## config.mk

```make
export PLATFORM = sky130hd
export DESIGN_NAME = civil_date_day_count_converter_top_flat
export DESIGN_NICKNAME = d
export VERILOG_FILES = /design/src/hdl/cdcc_pkg.sv /design/src/hdl/cdcc_if.sv /design/src/hdl/cdcc_step.sv /design/src/hdl/civil_date_day_count_converter_top.sv /design/src/flat_wrapper.sv
export VERILOG_INCLUDE_DIRS = /design/src /design/src/hdl
export SDC_FILE = /design/constraint.sdc
export NUM_CORES = 1
export LEC_CHECK = 0
export BUFFER_PORTS_ARGS = -buffer_cell sky130_fd_sc_hd__buf_2
export CAP_MARGIN = 20
export CORE_ASPECT_RATIO = 1.5
export CORE_UTILIZATION = 30
export DETAILED_ROUTE_END_ITERATION = 8
export HOLD_SLACK_MARGIN = 0.03
export MAX_ROUTING_LAYER = met4
export PLACE_DENSITY_LB_ADDON = 0.3
export SYNTH_ARGS = -nofsm -noshare
export SYNTH_HDL_FRONTEND = slang
export SYNTH_HIERARCHICAL = 1
export SYNTH_SLANG_ARGS = --single-unit
export TNS_END_PERCENT = 20
```

## constraint.sdc

```tcl
create_clock -name clock -period 12.9 [get_ports clock]
set_input_delay 2.58 -clock clock [delete_from_list [all_inputs] [get_ports clock]]
set_output_delay 2.58 -clock clock [all_outputs]
set_load 0.05 [all_outputs]
```

## src/hdl/civil_date_day_count_converter_top_defines.svh

```systemverilog
// Assertion macros shared by the calendar converter RTL.
`ifndef CIVIL_DATE_DAY_COUNT_CONVERTER_TOP_DEFINES_SVH
`define CIVIL_DATE_DAY_COUNT_CONVERTER_TOP_DEFINES_SVH

// Same-cycle implication, checked on every rising clock edge outside reset.
`define CDCC_ASSERT_NOW(lbl, ante, cons, msg) \
   lbl: assert property (@(posedge clock) disable iff (reset) (ante) |-> (cons)) \
      else $error(msg);

// Next-cycle implication, checked on every rising clock edge outside reset.
`define CDCC_ASSERT_NEXT(lbl, ante, cons, msg) \
   lbl: assert property (@(posedge clock) disable iff (reset) (ante) |=> (cons)) \
      else $error(msg);

`endif

```

## src/hdl/cdcc_pkg.sv

```systemverilog
// Package for the calendar converter: widths, calendar constants, tables and helpers.
package cdcc_pkg;

   // Field widths
   localparam int DAY_W   = 5;
   localparam int MONTH_W = 4;
   localparam int YEAR_W  = 14;
   localparam int COUNT_W = 22;
   localparam int WDAY_W  = 3;
   localparam int DOY_W   = 9;
   localparam int QUO_W   = 14;
   localparam int STEP_W  = 4;

   // Commands
   localparam logic CMD_DATE_TO_COUNT = 1'b0;
   localparam logic CMD_COUNT_TO_DATE = 1'b1;

   // Range limits
   localparam logic [COUNT_W-1:0] MAX_COUNT  = 22'd2932896;
   localparam logic [YEAR_W-1:0]  FIRST_YEAR = 14'd1970;
   localparam logic [YEAR_W-1:0]  LAST_YEAR  = 14'd9999;
   localparam logic [MONTH_W-1:0] MONTHS     = 4'd12;
   localparam logic [MONTH_W-1:0] LAST_MONTH_IDX = 4'd11;

   // Internal day numbering starts on 1601-01-01, the first day of a 400-year cycle
   localparam logic [YEAR_W-1:0]  BASE_YEAR  = 14'd1601;
   localparam logic [COUNT_W-1:0] EPOCH_DAYS = 22'd134774;

   // Days and years in one cycle, century, leap quad and plain year
   localparam logic [COUNT_W-1:0] DAYS_400  = 22'd146097;
   localparam logic [COUNT_W-1:0] DAYS_100  = 22'd36524;
   localparam logic [COUNT_W-1:0] DAYS_4    = 22'd1461;
   localparam logic [COUNT_W-1:0] DAYS_1    = 22'd365;
   localparam logic [COUNT_W-1:0] YEARS_400 = 22'd400;
   localparam logic [COUNT_W-1:0] YEARS_100 = 22'd100;
   localparam logic [COUNT_W-1:0] YEARS_4   = 22'd4;
   localparam logic [COUNT_W-1:0] YEARS_1   = 22'd1;

   // Restoring steps: 5 for cycles, 2 for centuries, 5 for quads, 2 for years
   localparam logic [STEP_W-1:0] DIV_LAST   = 4'd13;
   localparam logic [STEP_W-1:0] MONTH_LAST = 4'd3;

   localparam logic [3:0] DAYS_PER_WEEK = 4'd7;

   // Control from the sequencer to the shared step unit
   typedef struct packed {
      logic               load;
      logic               step;
      logic [COUNT_W-1:0] rem_init;
      logic [COUNT_W-1:0] sub_val;
      logic [COUNT_W-1:0] add_val;
   } cdcc_ctl_type;

   // Shift of the step constant for a restoring step
   function automatic logic [2:0] div_shift(input logic [STEP_W-1:0] step);
      logic [2:0] sh;
      case (step) inside
         [4'd0:4'd4]:  sh = 3'(4'd4 - step);
         [4'd5:4'd6]:  sh = 3'(4'd6 - step);
         [4'd7:4'd11]: sh = 3'(4'd11 - step);
         default:      sh = 3'(4'd13 - step);
      endcase
      return sh;
   endfunction

   // Day weight of a restoring step
   function automatic logic [COUNT_W-1:0] div_days(input logic [STEP_W-1:0] step);
      logic [COUNT_W-1:0] base;
      case (step) inside
         [4'd0:4'd4]:  base = DAYS_400;
         [4'd5:4'd6]:  base = DAYS_100;
         [4'd7:4'd11]: base = DAYS_4;
         default:      base = DAYS_1;
      endcase
      return base << div_shift(step);
   endfunction

   // Year weight of a restoring step
   function automatic logic [COUNT_W-1:0] div_years(input logic [STEP_W-1:0] step);
      logic [COUNT_W-1:0] base;
      case (step) inside
         [4'd0:4'd4]:  base = YEARS_400;
         [4'd5:4'd6]:  base = YEARS_100;
         [4'd7:4'd11]: base = YEARS_4;
         default:      base = YEARS_1;
      endcase
      return base << div_shift(step);
   endfunction

   // Days before month idx+1 (idx is 0 for January)
   function automatic logic [DOY_W-1:0] month_start(input logic [MONTH_W-1:0] idx,
                                                    input logic leap);
      logic [DOY_W-1:0] s;
      case (idx)
         4'd0:    s = 9'd0;
         4'd1:    s = 9'd31;
         4'd2:    s = 9'd59;
         4'd3:    s = 9'd90;
         4'd4:    s = 9'd120;
         4'd5:    s = 9'd151;
         4'd6:    s = 9'd181;
         4'd7:    s = 9'd212;
         4'd8:    s = 9'd243;
         4'd9:    s = 9'd273;
         4'd10:   s = 9'd304;
         4'd11:   s = 9'd334;
         default: s = 9'd0;
      endcase
      if (leap && (idx >= 4'd2) && (idx <= LAST_MONTH_IDX)) begin
         s = s + 9'd1;
      end
      return s;
   endfunction

   // Length of month m (1 for January)
   function automatic logic [DAY_W-1:0] month_len(input logic [MONTH_W-1:0] m,
                                                  input logic leap);
      logic [DAY_W-1:0] len;
      case (m) inside
         4'd2:                     len = leap ? 5'd29 : 5'd28;
         4'd4, 4'd6, 4'd9, 4'd11:  len = 5'd30;
         default:                  len = 5'd31;
      endcase
      return len;
   endfunction

   // Leap flag from the quotient bits {cycles, centuries, quads, years} of year-1601
   function automatic logic is_leap(input logic [QUO_W-1:0] q);
      logic last_of_quad;
      logic last_quad;
      logic last_century;
      last_of_quad = (q[1:0] == 2'd3);
      last_quad    = (q[6:2] == 5'd24);
      last_century = (q[8:7] == 2'd3);
      return last_of_quad && (!last_quad || last_century);
   endfunction

   // Weekday, 1 Monday to 7 Sunday; 1601-01-01 was a Monday and the cycle is whole weeks
   function automatic logic [WDAY_W-1:0] weekday_of(input logic [QUO_W-1:0] q,
                                                    input logic [DOY_W-1:0] doy);
      logic [DOY_W-1:0] sum;
      logic [4:0]       oct;
      logic [3:0]       fold;
      // century and quad lengths are both 5 mod 7, a year is 1 mod 7
      sum  = 9'(q[8:7]) * 9'd5 + 9'(q[6:2]) * 9'd5 + 9'(q[1:0]) + doy;
      // 8 is 1 mod 7: fold octal digits
      oct  = 5'(sum[8:6]) + 5'(sum[5:3]) + 5'(sum[2:0]);
      fold = 4'(oct[4:3]) + 4'(oct[2:0]);
      if (fold >= DAYS_PER_WEEK) begin
         fold = fold - DAYS_PER_WEEK;
      end
      return 3'(fold) + 3'd1;
   endfunction

endpackage

```

## src/hdl/cdcc_if.sv

```systemverilog
// Valid/ready channel interfaces for converter requests and responses.
interface cdcc_req_if import cdcc_pkg::*; ();
   logic               valid;
   logic               ready;
   logic               command;
   logic [DAY_W-1:0]   day_in;
   logic [MONTH_W-1:0] month_in;
   logic [YEAR_W-1:0]  year_in;
   logic [COUNT_W-1:0] count_in;

   modport source (output valid, command, day_in, month_in, year_in, count_in,
                   input ready);
   modport sink   (input valid, command, day_in, month_in, year_in, count_in,
                   output ready);
endinterface

interface cdcc_rsp_if import cdcc_pkg::*; ();
   logic               valid;
   logic               ready;
   logic [COUNT_W-1:0] day_count;
   logic [DAY_W-1:0]   day_out;
   logic [MONTH_W-1:0] month_out;
   logic [YEAR_W-1:0]  year_out;
   logic [WDAY_W-1:0]  weekday_out;
   logic               date_valid;

   modport source (output valid, day_count, day_out, month_out, year_out, weekday_out,
                   date_valid, input ready);
   modport sink   (input valid, day_count, day_out, month_out, year_out, weekday_out,
                   date_valid, output ready);
endinterface

```

## src/hdl/cdcc_step.sv

```systemverilog
// Shared conditional subtract / accumulate unit with its remainder and accumulator.
module cdcc_step import cdcc_pkg::*; (
   input  logic               clock,
   input  cdcc_ctl_type       ctl,
   output logic [COUNT_W-1:0] rem,
   output logic [COUNT_W-1:0] acc,
   output logic               take
);

   logic [COUNT_W-1:0] rem_ff, rem_in;
   logic [COUNT_W-1:0] acc_ff, acc_in;

   // Compare decides the step; subtract and accumulate follow it
   assign take = (rem_ff >= ctl.sub_val);

   always_comb begin
      rem_in = rem_ff;
      acc_in = acc_ff;
      if (ctl.load) begin
         rem_in = ctl.rem_init;
         acc_in = '0;
      end else if (ctl.step && take) begin
         rem_in = rem_ff - ctl.sub_val;
         acc_in = acc_ff + ctl.add_val;
      end
   end

   always_ff @(posedge clock) begin
      rem_ff <= rem_in;
      acc_ff <= acc_in;
   end

   assign rem = rem_ff;
   assign acc = acc_ff;

endmodule

```

## src/hdl/civil_date_day_count_converter_top.sv

```systemverilog
// Calendar converter top: sequencer, operand selection and response register.
//
//   channel   | dir | transaction carries
//   ----------+-----+------------------------------------------------------------
//   req_chan  | in  | command, day_in, month_in, year_in, count_in
//   rsp_chan  | out | day_count, day_out, month_out, year_out, weekday_out, date_valid
//
// Count to date: response after 14 restoring steps, 4 month search steps, finish and
// output load; date to count: 14 steps, finish, epoch, load; day past the month's end:
// 14 steps, finish, load; other out-of-range fields: load only. Then idle for the next accept.
// All steps run through the one subtract/accumulate unit, one step per cycle.
// req_chan.ready is high only while the sequencer is idle; a finished response waits
// in the output register, so a new request is taken while rsp_chan is stalled.
// Synchronous active-high reset clears the sequencer and the response valid.
`include "civil_date_day_count_converter_top_defines.svh"

module civil_date_day_count_converter_top import cdcc_pkg::*; (
   input logic         clock,
   input logic         reset,
   cdcc_req_if.sink    req_chan,
   cdcc_rsp_if.source  rsp_chan
);

   localparam logic [2:0] ST_IDLE   = 3'd0;
   localparam logic [2:0] ST_DIV    = 3'd1;
   localparam logic [2:0] ST_MONTH  = 3'd2;
   localparam logic [2:0] ST_FINISH = 3'd3;
   localparam logic [2:0] ST_EPOCH  = 3'd4;
   localparam logic [2:0] ST_EMIT   = 3'd5;

   // Control state
   logic [2:0]        state_ff, state_in;
   logic [STEP_W-1:0] step_ff, step_in;
   logic              rsp_valid_ff, rsp_valid_in;

   // Working registers
   logic               cmd_ff, cmd_in;
   logic               bad_ff, bad_in;
   logic [DAY_W-1:0]   day_ff, day_in;
   logic [MONTH_W-1:0] month_ff, month_in;
   logic [YEAR_W-1:0]  year_ff, year_in;
   logic [WDAY_W-1:0]  wday_ff, wday_in;
   logic [COUNT_W-1:0] count_ff, count_in;
   logic [QUO_W-1:0]   quo_ff, quo_in;

   // Response payload
   logic [COUNT_W-1:0] out_count_ff, out_count_in;
   logic [DAY_W-1:0]   out_day_ff, out_day_in;
   logic [MONTH_W-1:0] out_month_ff, out_month_in;
   logic [YEAR_W-1:0]  out_year_ff, out_year_in;
   logic [WDAY_W-1:0]  out_wday_ff, out_wday_in;
   logic               out_good_ff, out_good_in;

   // Step unit
   cdcc_ctl_type       ctl;
   logic [COUNT_W-1:0] rem;
   logic [COUNT_W-1:0] acc;
   logic               take;

   logic               leap;
   logic               out_free;
   logic [4:0]         cand;
   logic [DOY_W-1:0]   doy;

   // Check terms
   logic               req_fire;
   logic               fields_ok;
   logic               fields_zero;

   cdcc_step u_step (
      .clock (clock),
      .ctl   (ctl),
      .rem   (rem),
      .acc   (acc),
      .take  (take)
   );

   assign leap     = is_leap(quo_ff);
   assign out_free = !rsp_valid_ff || rsp_chan.ready;
   assign req_chan.ready = (state_ff == ST_IDLE);

   // Month search candidate: binary steps of 8, 4, 2, 1 months
   assign cand = {1'b0, month_ff} + (5'd8 >> step_ff[1:0]);

   // Day of year for the weekday, from either direction
   always_comb begin
      if (cmd_ff == CMD_COUNT_TO_DATE) begin
         doy = rem[DOY_W-1:0] + month_start(month_ff, leap);
      end else begin
         doy = month_start(4'(month_ff - 4'd1), leap) + 9'(day_ff) - 9'd1;
      end
   end

   // Sequencer
   always_comb begin
      state_in     = state_ff;
      step_in      = step_ff;
      rsp_valid_in = rsp_valid_ff && !rsp_chan.ready;
      cmd_in       = cmd_ff;
      bad_in       = bad_ff;
      day_in       = day_ff;
      month_in     = month_ff;
      year_in      = year_ff;
      wday_in      = wday_ff;
      count_in     = count_ff;
      quo_in       = quo_ff;
      out_count_in = out_count_ff;
      out_day_in   = out_day_ff;
      out_month_in = out_month_ff;
      out_year_in  = out_year_ff;
      out_wday_in  = out_wday_ff;
      out_good_in  = out_good_ff;

      ctl.load     = 1'b0;
      ctl.step     = 1'b0;
      ctl.sub_val  = '0;
      ctl.add_val  = '0;
      if (req_chan.command == CMD_COUNT_TO_DATE) begin
         ctl.rem_init = req_chan.count_in + EPOCH_DAYS;
      end else begin
         ctl.rem_init = COUNT_W'(req_chan.year_in - BASE_YEAR);
      end

      unique case (state_ff)
         ST_IDLE: begin
            if (req_chan.valid) begin
               ctl.load = 1'b1;
               cmd_in   = req_chan.command;
               day_in   = req_chan.day_in;
               year_in  = req_chan.year_in;
               count_in = req_chan.count_in;
               quo_in   = '0;
               step_in  = '0;
               if (req_chan.command == CMD_COUNT_TO_DATE) begin
                  month_in = '0;
                  bad_in   = (req_chan.count_in > MAX_COUNT);
               end else begin
                  month_in = req_chan.month_in;
                  bad_in   = (req_chan.year_in < FIRST_YEAR) ||
                             (req_chan.year_in > LAST_YEAR) ||
                             (req_chan.month_in == '0) ||
                             (req_chan.month_in > MONTHS) ||
                             (req_chan.day_in == '0);
               end
               state_in = bad_in ? ST_EMIT : ST_DIV;
            end
         end

         // Restoring steps over cycles, centuries, quads and years
         ST_DIV: begin
            ctl.step = 1'b1;
            if (cmd_ff == CMD_COUNT_TO_DATE) begin
               ctl.sub_val = div_days(step_ff);
               ctl.add_val = div_years(step_ff);
            end else begin
               ctl.sub_val = div_years(step_ff);
               ctl.add_val = div_days(step_ff);
            end
            quo_in  = {quo_ff[QUO_W-2:0], take};
            step_in = step_ff + 4'd1;
            if (step_ff == DIV_LAST) begin
               step_in  = '0;
               state_in = (cmd_ff == CMD_COUNT_TO_DATE) ? ST_MONTH : ST_FINISH;
            end
         end

         // Binary month search; the remainder tracks days past the chosen month start
         ST_MONTH: begin
            ctl.step = 1'b1;
            if (cand <= 5'(LAST_MONTH_IDX)) begin
               ctl.sub_val = COUNT_W'(month_start(cand[MONTH_W-1:0], leap) -
                                      month_start(month_ff, leap));
            end else begin
               ctl.sub_val = '1;
            end
            if (take) begin
               month_in = cand[MONTH_W-1:0];
            end
            step_in = step_ff + 4'd1;
            if (step_ff == MONTH_LAST) begin
               step_in  = '0;
               state_in = ST_FINISH;
            end
         end

         ST_FINISH: begin
            wday_in = weekday_of(quo_ff, doy);
            if (cmd_ff == CMD_COUNT_TO_DATE) begin
               day_in   = rem[DAY_W-1:0] + 5'd1;
               month_in = month_ff + 4'd1;
               year_in  = acc[YEAR_W-1:0] + BASE_YEAR;
               state_in = ST_EMIT;
            end else if (day_ff > month_len(month_ff, leap)) begin
               bad_in   = 1'b1;
               state_in = ST_EMIT;
            end else begin
               // zero subtrahend always takes: plain accumulate
               ctl.step    = 1'b1;
               ctl.add_val = COUNT_W'(doy);
               state_in    = ST_EPOCH;
            end
         end

         // Move from the 1601 numbering to the 1970 epoch
         ST_EPOCH: begin
            ctl.step    = 1'b1;
            ctl.add_val = COUNT_W'(0) - EPOCH_DAYS;
            state_in    = ST_EMIT;
         end

         ST_EMIT: begin
            if (out_free) begin
               rsp_valid_in = 1'b1;
               state_in     = ST_IDLE;
               out_good_in  = !bad_ff;
               if (bad_ff) begin
                  out_count_in = '0;
                  out_day_in   = '0;
                  out_month_in = '0;
                  out_year_in  = '0;
                  out_wday_in  = '0;
               end else begin
                  out_count_in = (cmd_ff == CMD_COUNT_TO_DATE) ? count_ff : acc;
                  out_day_in   = day_ff;
                  out_month_in = month_ff;
                  out_year_in  = year_ff;
                  out_wday_in  = wday_ff;
               end
            end
         end

         default: begin
            state_in = ST_IDLE;
         end
      endcase
   end

   // Control registers
   always_ff @(posedge clock) begin
      if (reset) begin
         state_ff     <= ST_IDLE;
         step_ff      <= '0;
         rsp_valid_ff <= 1'b0;
      end else begin
         state_ff     <= state_in;
         step_ff      <= step_in;
         rsp_valid_ff <= rsp_valid_in;
      end
   end

   // Payload registers
   always_ff @(posedge clock) begin
      cmd_ff       <= cmd_in;
      bad_ff       <= bad_in;
      day_ff       <= day_in;
      month_ff     <= month_in;
      year_ff      <= year_in;
      wday_ff      <= wday_in;
      count_ff     <= count_in;
      quo_ff       <= quo_in;
      out_count_ff <= out_count_in;
      out_day_ff   <= out_day_in;
      out_month_ff <= out_month_in;
      out_year_ff  <= out_year_in;
      out_wday_ff  <= out_wday_in;
      out_good_ff  <= out_good_in;
   end

   assign rsp_chan.valid       = rsp_valid_ff;
   assign rsp_chan.day_count   = out_count_ff;
   assign rsp_chan.day_out     = out_day_ff;
   assign rsp_chan.month_out   = out_month_ff;
   assign rsp_chan.year_out    = out_year_ff;
   assign rsp_chan.weekday_out = out_wday_ff;
   assign rsp_chan.date_valid  = out_good_ff;

   // Checks
   assign req_fire    = req_chan.valid && req_chan.ready;
   assign fields_ok   = (out_month_ff >= 4'd1) && (out_month_ff <= MONTHS) &&
                        (out_day_ff != '0) && (out_wday_ff != '0) &&
                        (out_year_ff >= FIRST_YEAR);
   assign fields_zero = (out_count_ff == '0) && (out_day_ff == '0) && (out_month_ff == '0) &&
                        (out_year_ff == '0) && (out_wday_ff == '0);

   `CDCC_ASSERT_NEXT(a_busy_after_accept, req_fire, !req_chan.ready, "accept while busy")
   `CDCC_ASSERT_NOW(a_good_fields, rsp_valid_ff && out_good_ff, fields_ok, "bad date field")
   `CDCC_ASSERT_NOW(a_bad_zero, rsp_valid_ff && !out_good_ff, fields_zero, "nonzero bad response")
   `CDCC_ASSERT_NOW(a_step_bound, state_ff == ST_DIV, step_ff <= DIV_LAST, "step out of range")

endmodule

```

## src/flat_wrapper.sv

```systemverilog
// flat-port wrapper written by rule: the top's interface ports become plain ports
module civil_date_day_count_converter_top_flat import cdcc_pkg::*;
  (clock, reset, req_chan_valid, req_chan_command, req_chan_day_in, req_chan_month_in, req_chan_year_in, req_chan_count_in, req_chan_ready, rsp_chan_valid, rsp_chan_day_count, rsp_chan_day_out, rsp_chan_month_out, rsp_chan_year_out, rsp_chan_weekday_out, rsp_chan_date_valid, rsp_chan_ready);
  cdcc_req_if req_chan_i ();
  cdcc_rsp_if rsp_chan_i ();
  input logic clock;
  input logic reset;
  input wire logic [$bits(req_chan_i.valid)-1:0] req_chan_valid;
  input wire logic [$bits(req_chan_i.command)-1:0] req_chan_command;
  input wire logic [$bits(req_chan_i.day_in)-1:0] req_chan_day_in;
  input wire logic [$bits(req_chan_i.month_in)-1:0] req_chan_month_in;
  input wire logic [$bits(req_chan_i.year_in)-1:0] req_chan_year_in;
  input wire logic [$bits(req_chan_i.count_in)-1:0] req_chan_count_in;
  output wire logic [$bits(req_chan_i.ready)-1:0] req_chan_ready;
  output wire logic [$bits(rsp_chan_i.valid)-1:0] rsp_chan_valid;
  output wire logic [$bits(rsp_chan_i.day_count)-1:0] rsp_chan_day_count;
  output wire logic [$bits(rsp_chan_i.day_out)-1:0] rsp_chan_day_out;
  output wire logic [$bits(rsp_chan_i.month_out)-1:0] rsp_chan_month_out;
  output wire logic [$bits(rsp_chan_i.year_out)-1:0] rsp_chan_year_out;
  output wire logic [$bits(rsp_chan_i.weekday_out)-1:0] rsp_chan_weekday_out;
  output wire logic [$bits(rsp_chan_i.date_valid)-1:0] rsp_chan_date_valid;
  input wire logic [$bits(rsp_chan_i.ready)-1:0] rsp_chan_ready;
  assign req_chan_i.valid = req_chan_valid;
  assign req_chan_i.command = req_chan_command;
  assign req_chan_i.day_in = req_chan_day_in;
  assign req_chan_i.month_in = req_chan_month_in;
  assign req_chan_i.year_in = req_chan_year_in;
  assign req_chan_i.count_in = req_chan_count_in;
  assign req_chan_ready = req_chan_i.ready;
  assign rsp_chan_valid = rsp_chan_i.valid;
  assign rsp_chan_day_count = rsp_chan_i.day_count;
  assign rsp_chan_day_out = rsp_chan_i.day_out;
  assign rsp_chan_month_out = rsp_chan_i.month_out;
  assign rsp_chan_year_out = rsp_chan_i.year_out;
  assign rsp_chan_weekday_out = rsp_chan_i.weekday_out;
  assign rsp_chan_date_valid = rsp_chan_i.date_valid;
  assign rsp_chan_i.ready = rsp_chan_ready;
  civil_date_day_count_converter_top u_core (.clock(clock), .reset(reset), .req_chan(req_chan_i), .rsp_chan(rsp_chan_i));
endmodule
```

Yosys cells after proc, flatten, opt, wreduce, memory -nomap -nowiden
Memories as Yosys holds them, arrays and structs flattened. A register that Yosys moved wholly into a read port is not among the register bits.
Index checks and enable logic that the tools add are counted.
Widths: inputs -> output; s select.
{"block": "totals", "elab_cells": 240, "romBits": 576, "n_memories": 4, "regBits": 160}
{"name": "(no name shown)", "words": 16, "width": 9, "read_ports": 1, "rd_ports_with_merged_regs": 0, "wr": 0, "line_no": "cdcc_pkg.sv:94", "text": "case (idx)"}
{"name": "(no name shown)", "words": 16, "width": 9, "read_ports": 1, "rd_ports_with_merged_regs": 1, "wr": 0, "line_no": "cdcc_pkg.sv:94"}
{"name": "(no name shown)", "words": 16, "width": 9, "read_ports": 1, "rd_ports_with_merged_regs": 1, "wr": 0, "line_no": "cdcc_pkg.sv:94"}
{"name": "(no name shown)", "words": 16, "width": 9, "read_ports": 1, "rd_ports_with_merged_regs": 0, "wr": 0, "line_no": "cdcc_pkg.sv:94"}
{"block": "op_classes", "n_lt_le_gt_ge": 20, "shift": 5, "muxes": 97, "addsub": 30, "mul": 2, "n_eq_ne": 23, "reduce_logical": 40}
{"cell": "$mux 22", "count": 18}
{"cell": "$mux 9", "count": 19}
{"cell": "$shl 22x3->22", "count": 4}
{"cell": "$pmux 22 s3", "count": 1}
{"cell": "$mux 3", "count": 16}
{"cell": "$mux 44", "count": 1}
{"cell": "$pmux 22 s2", "count": 1}
{"cell": "$add 9x1->9 const B", "count": 4}
{"cell": "$mux 4", "count": 9}
{"cell": "$mux 14", "count": 2}
{"cell": "$pmux 14 s2", "count": 1}
{"cell": "$mux 5", "count": 5}
{"cell": "$pmux 4 s3", "count": 2}
{"cell": "$add 22x18->22 const B", "count": 1}
{"cell": "$add 22x22->22", "count": 1}
{"cell": "$ge 22x22->1", "count": 1}
{"cell": "$gt 22x22->1 const B", "count": 1}
{"cell": "$sub 22x22->22", "count": 1}
{"cell": "$add 9x9->9", "count": 2}
{"cell": "$pmux 3 s6", "count": 1}
{"cell": "$pmux 9 s2", "count": 1}
{"cell": "$le 4x4->1 const B", "count": 4}
{"cell": "$mux 1", "count": 16}
{"cell": "$sub 14x11->15 const B", "count": 1}
{"cell": "55 further kinds", "count": 104}

Depth between registers and ports, before layout
Gate-level depths: netlist (run 1).
{"block": "depth", "ltp_word": 19, "ltp_mapped": 45, "depth_no_buf": 41}

Modules after synthesis
Netlist (run 1), hierarchy kept.
{"module": "civil_date_day_count_converter_top", "instances": 1, "cells_per_inst": 1342, "area_each_um2": 11415.9}
{"module": "cdcc_step", "instances": 1, "cells_per_inst": 465, "area_each_um2": 3981.3}

Least setup slack after synthesis (run 1)
OpenSTA, ideal clock, no wires.
{"block": "synth_timing", "kind": "register to register", "start": "register u_core.month_ff[1]", "end": "register u_core.wday_ff[2] (data pin)", "setup_ns": 0.258, "path_stages_with_launch": 42, "arrival_ns": 9.402, "period_less_slack_ns": 9.660, "required_ns": 12.642, "n_path_buf": 2, "slack_ns": 3.240, "cell_sequence": "edfxtp_1 -> buf_6 -> inv_1 -> ha_1 -> inv_1 -> ha_1 -> buf_6 -> o21bai_1 -> or3_2 -> a32oi_4 -> ha_1 -> mux2i_1 -> ha_1 -> inv_1 -> ha_1 -> inv_1 -> fa_1 -> xor2_1 -> [6 not listed] -> ha_1 -> a21oi_1 -> o21ai_0 -> o21ai_0 -> nand2b_1 -> a21oi_1 -> xnor2_1 -> xnor2_1 -> fa_1 -> fa_1 -> xor2_1 -> ha_1 -> fa_1 -> ha_1 -> a21oi_1 -> mux2_2 -> ha_1 -> xnor2_1"}
{"block": "synth_via", "elab_chain_cells": 17}
{"element": "start, declared", "line_no": "civil_date_day_count_converter_top.sv:40", "text": "logic [MONTH_W-1:0] month_ff, month_in;"}
{"element": "start signal, assigned", "line_no": "civil_date_day_count_converter_top.sv:256", "text": "month_ff <= month_in;"}
{"element": "$sub 4x1->4", "line_no": "civil_date_day_count_converter_top.sv:90", "text": "doy = month_start(4'(month_ff - 4'd1), leap) + 9'(day_ff) - 9'd1;"}
{"element": "$mem_v2 16x9 or $ge 4x2->1 (tied branches)"}
{"element": "$mux 9 or $logic_and 1x1->1 (tied branches)", "line_no": "civil_date_day_count_converter_top.sv:87, cdcc_pkg.sv:109"}
{"element": "$add 9x1->9 or $logic_and 1x1->1 (tied branches)", "line_no": "cdcc_pkg.sv:110, cdcc_pkg.sv:109"}
{"element": "$mux 9", "line_no": "cdcc_pkg.sv:109", "text": "if (leap && (idx >= 4'd2) && (idx <= LAST_MONTH_IDX)) begin"}
{"element": "$mux 9", "line_no": "civil_date_day_count_converter_top.sv:87", "text": "if (cmd_ff == CMD_COUNT_TO_DATE) begin"}
{"element": "$add 9x5->9", "line_no": "civil_date_day_count_converter_top.sv:90"}
{"element": "$sub 9x1->9", "line_no": "civil_date_day_count_converter_top.sv:90"}
{"element": "$mux 9 *", "line_no": "civil_date_day_count_converter_top.sv:87"}
{"element": "$add 9x9->9 *", "line_no": "cdcc_pkg.sv:145", "text": "sum = 9'(q[8:7]) * 9'd5 + 9'(q[6:2]) * 9'd5 + 9'(q[1:0]) + doy;"}
{"element": "$add 3x3->4", "line_no": "cdcc_pkg.sv:147", "text": "oct = 5'(sum[8:6]) + 5'(sum[5:3]) + 5'(sum[2:0]);"}
{"element": "$add 5x3->5 *", "line_no": "cdcc_pkg.sv:147"}
{"element": "$add 2x3->4 *", "line_no": "cdcc_pkg.sv:148", "text": "fold = 4'(oct[4:3]) + 4'(oct[2:0]);"}
{"element": "$ge 4x3->1 or $sub 3x3->3 (tied branches)", "line_no": "cdcc_pkg.sv:149, cdcc_pkg.sv:150"}
{"element": "$mux 3 *", "line_no": "cdcc_pkg.sv:149", "text": "if (fold >= DAYS_PER_WEEK) begin"}
{"element": "$mux 3 *", "line_no": "civil_date_day_count_converter_top.sv:124", "text": "unique case (state_ff)"}
{"element": "$add 3x1->3 *", "line_no": "cdcc_pkg.sv:152", "text": "return 3'(fold) + 3'd1;"}
{"element": "end signal, assigned", "line_no": "civil_date_day_count_converter_top.sv:258", "text": "wday_ff <= wday_in;"}
{"element": "end, declared", "line_no": "civil_date_day_count_converter_top.sv:42", "text": "logic [WDAY_W-1:0] wday_ff, wday_in;"}
Every way passes the cells marked *; elsewhere a longest branch is shown, timed or not. The select of a mux whose other input is x is not followed.
A chain may end at the register's enable or synchronous reset.

Worst setup path in the final report (run 1)
Ends and elaborated chain as after synthesis.

==> results of run 1 <==
==> cell usage in the layout, fill, tap and decap left out, types with 14 or more instances in the layout <==
master | synthesis | final
nand2_1 | 183 | 183
nor2_1 | 161 | 161
o21ai_0 | 147 | 146
ha_1 | 134 | 134
edfxtp_1 | 130 | 130
a21oi_1 | 126 | 126
inv_1 | 124 | 123
buf_2 | 7 | 100
xnor2_1 | 82 | 82
mux2i_1 | 51 | 51
xor2_1 | 48 | 48
dfxtp_1 | 39 | 39
nand3_1 | 38 | 38
nor2b_1 | 35 | 35
nor3_1 | 32 | 32
a21o_1 | 23 | 23
o21ai_1 | 22 | 22
nand2b_1 | 21 | 21
fa_1 | 20 | 20
and2_1 | 19 | 19
a31oi_1 | 18 | 18
clkbuf_16 | 0 | 17
a211oi_1 | 16 | 16
o21bai_1 | 15 | 15
o211ai_1 | 14 | 14
==> sequential cells by signal (all words and copies together) (netlist names), 3 cells and up, named ones only <==
| signal | cells |
|---|---|
| u_core/count_ff | 22 |
| u_core/rsp_chan.day_count | 22 |
| u_core/u_step/acc | 22 |
| u_core/u_step/rem | 22 |
| u_core/rsp_chan.year_out | 14 |
| u_core/year_ff | 14 |
| u_core/quo_ff | 9 |
| u_core/day_ff | 5 |
| u_core/rsp_chan.day_out | 5 |
| u_core/month_ff | 4 |
| u_core/rsp_chan.month_out | 4 |
| u_core/step_ff | 4 |
| u_core/rsp_chan.weekday_out | 3 |
| u_core/state_ff | 3 |
| u_core/wday_ff | 3 |
==> per-layer routing <==
| layer | GRT usage | vias up |
|---|---|---|
| li1 | - | 6602 |
| met1 | 0.210 | 6548 |
| met2 | 0.361 | 332 |
| met3 | 0.0155 | 77 |
| met4 | 0.0778 | 0 |
| met5 | - | - |
==> cell type report <==
| type | count | area, sq um |
|---|---|---|
| fill | 5270 | 33600 |
| multi-input combinational | 1425 | 9840 |
| sequential | 169 | 4680 |
| tap | 669 | 837 |
| timing repair buffer | 113 | 626 |
| inverter | 130 | 488 |
| clock buffer | 18 | 439 |
| clock inverter | 14 | 170 |
==> stage by stage <==
step / cells / area (sq um)
global route: 2538 / 17100
global placement: 2504 / 16400
CTS: 2536 / 17000
floorplan: 1807 / 15400
detailed placement: 2504 / 16400
finish: 2538 / 17100
==> cell families (layout without fill, tap and decap cells) <==
logic type,after synthesis,in the layout
AOI/OAI and AO/OA,511,511
muxes,57,57
and+or+nand+nor,571,571
buffers and inverters,213,275
xor gates and xnor gates,132,132
DFF,169,169
adders and majority gates,154,154
==> synthesized netlist by cell type, types with 7 or more instances <==
| master | count |
|---|---|
| nand2_1 | 183 |
| nor2_1 | 161 |
| o21ai_0 | 147 |
| ha_1 | 134 |
| edfxtp_1 | 130 |
| a21oi_1 | 126 |
| inv_1 | 124 |
| xnor2_1 | 82 |
| clkbuf_1 | 59 |
| mux2i_1 | 51 |
| xor2_1 | 48 |
| dfxtp_1 | 39 |
| nand3_1 | 38 |
| nor2b_1 | 35 |
| nor3_1 | 32 |
| a21o_1 | 23 |
| o21ai_1 | 22 |
| nand2b_1 | 21 |
| fa_1 | 20 |
| and2_1 | 19 |
| a31oi_1 | 18 |
| a211oi_1 | 16 |
| o21bai_1 | 15 |
| o211ai_1 | 14 |
| o221ai_1 | 13 |
| or3_1 | 13 |
| nand4_1 | 12 |
| o22ai_1 | 12 |
| nor4_1 | 11 |
| o21a_1 | 11 |
| a22oi_1 | 10 |
| and3_1 | 9 |
| o31ai_1 | 9 |
| buf_2 | 7 |
| buf_6 | 7 |
| nor3b_1 | 7 |
==> worst paths after layout <==
| path | startpoint | to | depth (start not counted) |
|---|---|---|---|
| min | u_core/u_step/acc[20] | u_core/u_step/acc[20] | 2 |
| max | u_core/month_ff[1] | u_core/wday_ff[2] | 39 |
| max reg2reg | u_core/month_ff[1] | u_core/wday_ff[2] | 39 |
| min reg2reg | u_core/u_step/acc[20] | u_core/u_step/acc[20] | 2 |
==> critical path: cells and delay by family, from the launching register on <==
kind                       cells  cell delay (ns)
AOI/OAI and AO/OA              8             1.74
xor gates and xnor gates       5             0.76
adders and majority gates     16             5.46
buffers and inverters          6             0.65
DFF                            1             0.63
muxes                          2             0.51
and+or+nand+nor                2             0.55
==> flow_metrics.py, run 1 <==
metrics = {
    "run_status": {
        "status": "finished, final reports clean",
    },
    "final_layout": {
        "fin_nets": 2060,
        "drive_gt1_frac": 0.104,
        "synthToLayoutAreaGrowth_pct": 10.9,
        "fin_util": 0.337,
        "antenna_cells": 0,
    },
    "synthesis": {
        "synth_edf_count": 130,
        "synth_top_cell_by_area": "edfxtp_1",
        "synth_mux_area_frac": 0.0378,
        "synth-xor-area-share": 0.0761,
        "synthTopCellsByArea": "edfxtp_1 (25%), ha_1 (11%), dfxtp_1 (5.1%)",
        "avgSynthCellArea_sq_um": 8.52,
        "synth_top_family_by_area": "compound AO/OA/AOI/OAI gates",
        "yosys_register_bits": 169,
        "ys_async_sr_fraction": 0,
        "synth_compound_area_frac": 0.213,
        "syn-num-nets": 2011,
        "synth_adder_area_share": 0.135,
        "synth_cell_type_count": 98,
        "synth_warnings": 6,
        "syn_inst": 1807,
        "synth_top_area_share": 0.254,
        "synth-main-ff-cell": "edfxtp_1",
        "synthSimpleGateAreaFrac": 0.176,
        "mappedNetlistArea_sq_mm": 0.0154,
        "ys_seq_area_frac": 0.304,
    },
    "detailed_routing": {
        "route.final.wire_length_mm": 49.4,
        "vias": 13600,
        "routedWlPerCell_um": 19.5,
        "ant_nets": 0,
        "met3_length_mm": 1.34,
        "drtIter0Drc": 1046,
        "drcViolationCount": 0,
        "dr.pass1.iters": 7,
        "topRoutingLayerUsed": "met4",
        "routed_via_density": 5.34,
        "wl_met2_mm": 26.7,
        "drt-met1-wl_mm": 19.8,
    },
    "critical_path": {
        "cp-end-kind": "flop",
        "critPathMaxStageDelay_ns": 0.63,
        "rrSetupSlack_ns": 2.36,
        "worstPathRequired_ns": 13.10,
        "cp_common_cell": "ha_1",
        "cp_slowest_cell": "edfxtp_1",
        "worstPathMaxFanout": 14,
        "critical_path_class": "reg2reg",
        "critical_path.startpoint_type": "flop",
        "worstPathArrival_ns": 10.75,
    },
    "timing": {
        "worst_slack_ns": 2.36,
        "finalCriticalPeriod_ns": 10.54,
        "worst_pin_slew_ns": 1.05,
        "finalClockSkew_ns": 0.0267,
        "achievable-frequency_ghz": 0.0949,
        "finalSetupTns_ns": 0,
        "setup_viol": 0,
        "whs_ns": 0.513,
        "final_max_slew_viol_count": 0,
        "hold_viol": 0,
        "min_period_over_period": 0.817,
        "slew_headroom": 0.298,
        "grt_setup_unrepaired": "false",
    },
    "placement": {
        "dpl.hpwl_mm": 38.3,
        "place_congestion": 0.935,
        "place_ws_ns": 2.36,
        "portBuffers": 100,
    },
    "die": {
        "num_rows": 101,
        "fp.dieW_um": 187,
        "start_util": 0.304,
        "ios": 101,
        "die_y_um": 279,
        "coreArea_sq_mm": 0.0507,
        "die_area_sq_mm": 0.0523,
    },
    "job": {
        "maxCapViolCount": 0,
    },
    "global_routing": {
        "grt_pass1_wl_mm": 76.4,
        "track_usage": 0.193,
        "grt_overflow": 0,
        "grt_antenna_before_repair": 1,
        "grt_pass1_vias": 13400,
        "grt_start_max_net_pins": 61,
    },
    "clock_network": {
        "cts_buffer_depth": 2,
        "cts-root-buf": "clkbuf_16",
        "cts_setup_buffers": 0,
        "h-tree-depth": 4,
        "cts_tree": "built",
        "holdBufCountCts": 0,
        "clock-sinks": 169,
        "clk_pin_slew_worst_paths_ns": 0.08,
        "clock_latency_ns": 0.46,
        "cts_resized": 0,
        "cts_buffers": 17,
    },
    "worst_hold_path": {
        "hp-class": "reg2reg",
    },
}
Power of run 1 is left out: the tool's default activity adds up to more than one toggle a clock period on the data nets, which glitch-free logic cannot reach.
==> run 2, diff against run 1 <==
Clock period 12.9 ns to 8.9 ns, I/O delays scaled along.
==> run 2 against run 1 <==
  * Setup slack got worse by 2.2 ns
  * Critical path depth stayed put
  * Routed wire length decreased by 0.64%
  * Clock skew decreased by 0.0013 ns
  * First-iteration DRC count decreased by 9.0%
  * Sequential share of layout area down 1.0 points
  * Die area unchanged
  * Cell count increased by 2.2%
  * Critical path type unchanged
  * Highest routed layer unchanged
==> flow_metrics.py, run 2 (same netlist as run 1, synthesis figures left out) <==
metrics = {
    "run_status": {
        "status": "finished, final reports clean",
    },
    "critical_path": {
        "critPathMaxStageDelay_ns": 0.57,
        "cp_slowest_cell": "fa_2",
        "cp-end-kind": "flop",
        "worstPathArrival_ns": 8.96,
        "r2r-start": "u_core/month_ff[1]",
        "rrSetupSlack_ns": 0.16,
        "critical_path.startpoint_type": "flop",
        "critical_path_class": "reg2reg",
        "cp_common_cell": "ha_4",
        "r2r-end": "u_core/wday_ff[2]",
        "worstPathRequired_ns": 9.12,
        "worstPathMaxFanout": 4,
        "crit_path_start": "u_core/month_ff[1]",
        "endpoint": "u_core/wday_ff[2]",
        "r2r_cells": 39,
    },
    "timing": {
        "hold_viol": 0,
        "finalCriticalPeriod_ns": 8.74,
        "finalSetupTns_ns": 0,
        "final_max_slew_viol_count": 0,
        "achievable-frequency_ghz": 0.114,
        "min_period_over_period": 0.982,
        "finalClockSkew_ns": 0.0254,
        "worst_pin_slew_ns": 1.01,
        "slew_headroom": 0.320,
        "whs_ns": 0.522,
        "grt_setup_unrepaired": "true",
        "setup_viol": 0,
    },
    "global_routing": {
        "grt_overflow": 0,
        "grt_pass1_wl_mm": 77.0,
        "grt_start_max_net_pins": 58,
        "grt_pass1_vias": 13800,
        "grt_antenna_before_repair": 1,
        "track_usage": 0.194,
    },
    "clock_network": {
        "clock_latency_ns": 0.46,
        "cts-root-buf": "clkbuf_16",
        "cts_tree": "built",
        "clk_pin_slew_worst_paths_ns": 0.08,
        "clock-sinks": 169,
        "h-tree-depth": 4,
        "holdBufCountCts": 0,
        "cts_buffers": 17,
        "cts_buffer_depth": 2,
    },
    "detailed_routing": {
        "routedWlPerCell_um": 18.9,
        "drcViolationCount": 0,
        "drtIter0Drc": 952,
        "route.final.wire_length_mm": 49.1,
        "vias": 13800,
        "ant_nets": 0,
        "dr.pass1.iters": 5,
        "routed_via_density": 5.31,
    },
    "job": {
        "maxCapViolCount": 0,
    },
    "placement": {
        "portBuffers": 100,
        "place_congestion": 0.931,
        "dpl.hpwl_mm": 38.4,
        "dp.cells": 2552,
    },
    "die": {
        "fp.dieW_um": 187,
        "coreArea_sq_mm": 0.0507,
        "num_rows": 101,
        "start_util": 0.304,
        "die_area_sq_mm": 0.0523,
        "die_y_um": 279,
        "ios": 101,
    },
    "final_layout": {
        "fin_util": 0.350,
        "final_cell_mix": "nand2_1 (181), nor2_1 (161), o21ai_0 (141)",
        "nFillCells": 5215,
        "synthToLayoutAreaGrowth_pct": 15.1,
        "final_cells": 2594,
        "final_common_cell": "nand2_1",
        "drive_gt1_frac": 0.152,
        "fin_nets": 2116,
        "antenna_cells": 0,
    },
    "worst_hold_path": {
        "hp-class": "reg2reg",
    },
}
==> run 2: repair_timing <==
| item | CTS | global route |
|---|---|---|
| hold endpoints to repair | 0 | 0 |
| buffers inserted | 1 | 8 |
| setup endpoints to repair | 2 | 12 |
| pin swaps | 1 | 40 |
| gates resized for setup | 4 | 21 |
==> run 2: worst min path at each step <==
stage                                from                    end  slack (ns)  cells past startpoint
floorplan           u_core/u_step/acc[18]  u_core/u_step/acc[18]        0.45                      2
global placement    u_core/u_step/acc[18]  u_core/u_step/acc[18]        0.49                      2
detailed placement  u_core/u_step/acc[18]  u_core/u_step/acc[18]        0.49                      2
CTS                 u_core/u_step/acc[18]  u_core/u_step/acc[18]        0.51                      2
global route        u_core/u_step/acc[21]  u_core/u_step/acc[21]        0.54                      2
finish              u_core/u_step/acc[21]  u_core/u_step/acc[21]        0.52                      2
==> run 2: per-stage QoR <==
stage / instance area, sq um / setup WS, ns
CTS: 17500 / 0.0179
detailed placement: 16900 / -0.0761
global route: 17700 / -0.177
global placement: 16900 / 0.0902
floorplan: 15500 / -0.0700
finish: 17700 / 0.164
==> run 2: critical path, delay by kind of cell (launching register included) <==
family | cells | cell delay [ns]
AO/OA/AOI/OAI | 9 | 1.35
XOR/XNOR | 4 | 0.55
adder cells (fa/ha/maj) | 16 | 4.91
buffers and inverters | 6 | 0.40
flip-flops | 1 | 0.40
multiplexers | 2 | 0.47
AND/OR/NAND/NOR | 2 | 0.42
==> run 2: routing by layer <==
| layer | vias up | wire, um | part of all wire | track usage |
|---|---|---|---|---|
| li1 | 6707 | - | - | - |
| met5 | - | 0 | 0 | - |
| met4 | 0 | 2140 | 0.044 | 0.0944 |
| met1 | 6602 | 19400 | 0.40 | 0.211 |
| met3 | 85 | 1600 | 0.033 | 0.0164 |
| met2 | 377 | 25900 | 0.53 | 0.355 |
==> run 2: final cells by class <==
type | instances | area, sq um | area share
Tap cell | 669 | 837 | 0.0472
Inverter | 130 | 494 | 0.0279
Sequential cell | 169 | 4680 | 0.264
Timing Repair Buffer | 169 | 1030 | 0.0579
Multi-Input combinational cell | 1425 | 10100 | 0.569
Clock inverter | 15 | 174 | 0.00981
Clock buffer | 17 | 425 | 0.0240
Power of run 2 is left out for the same reason.
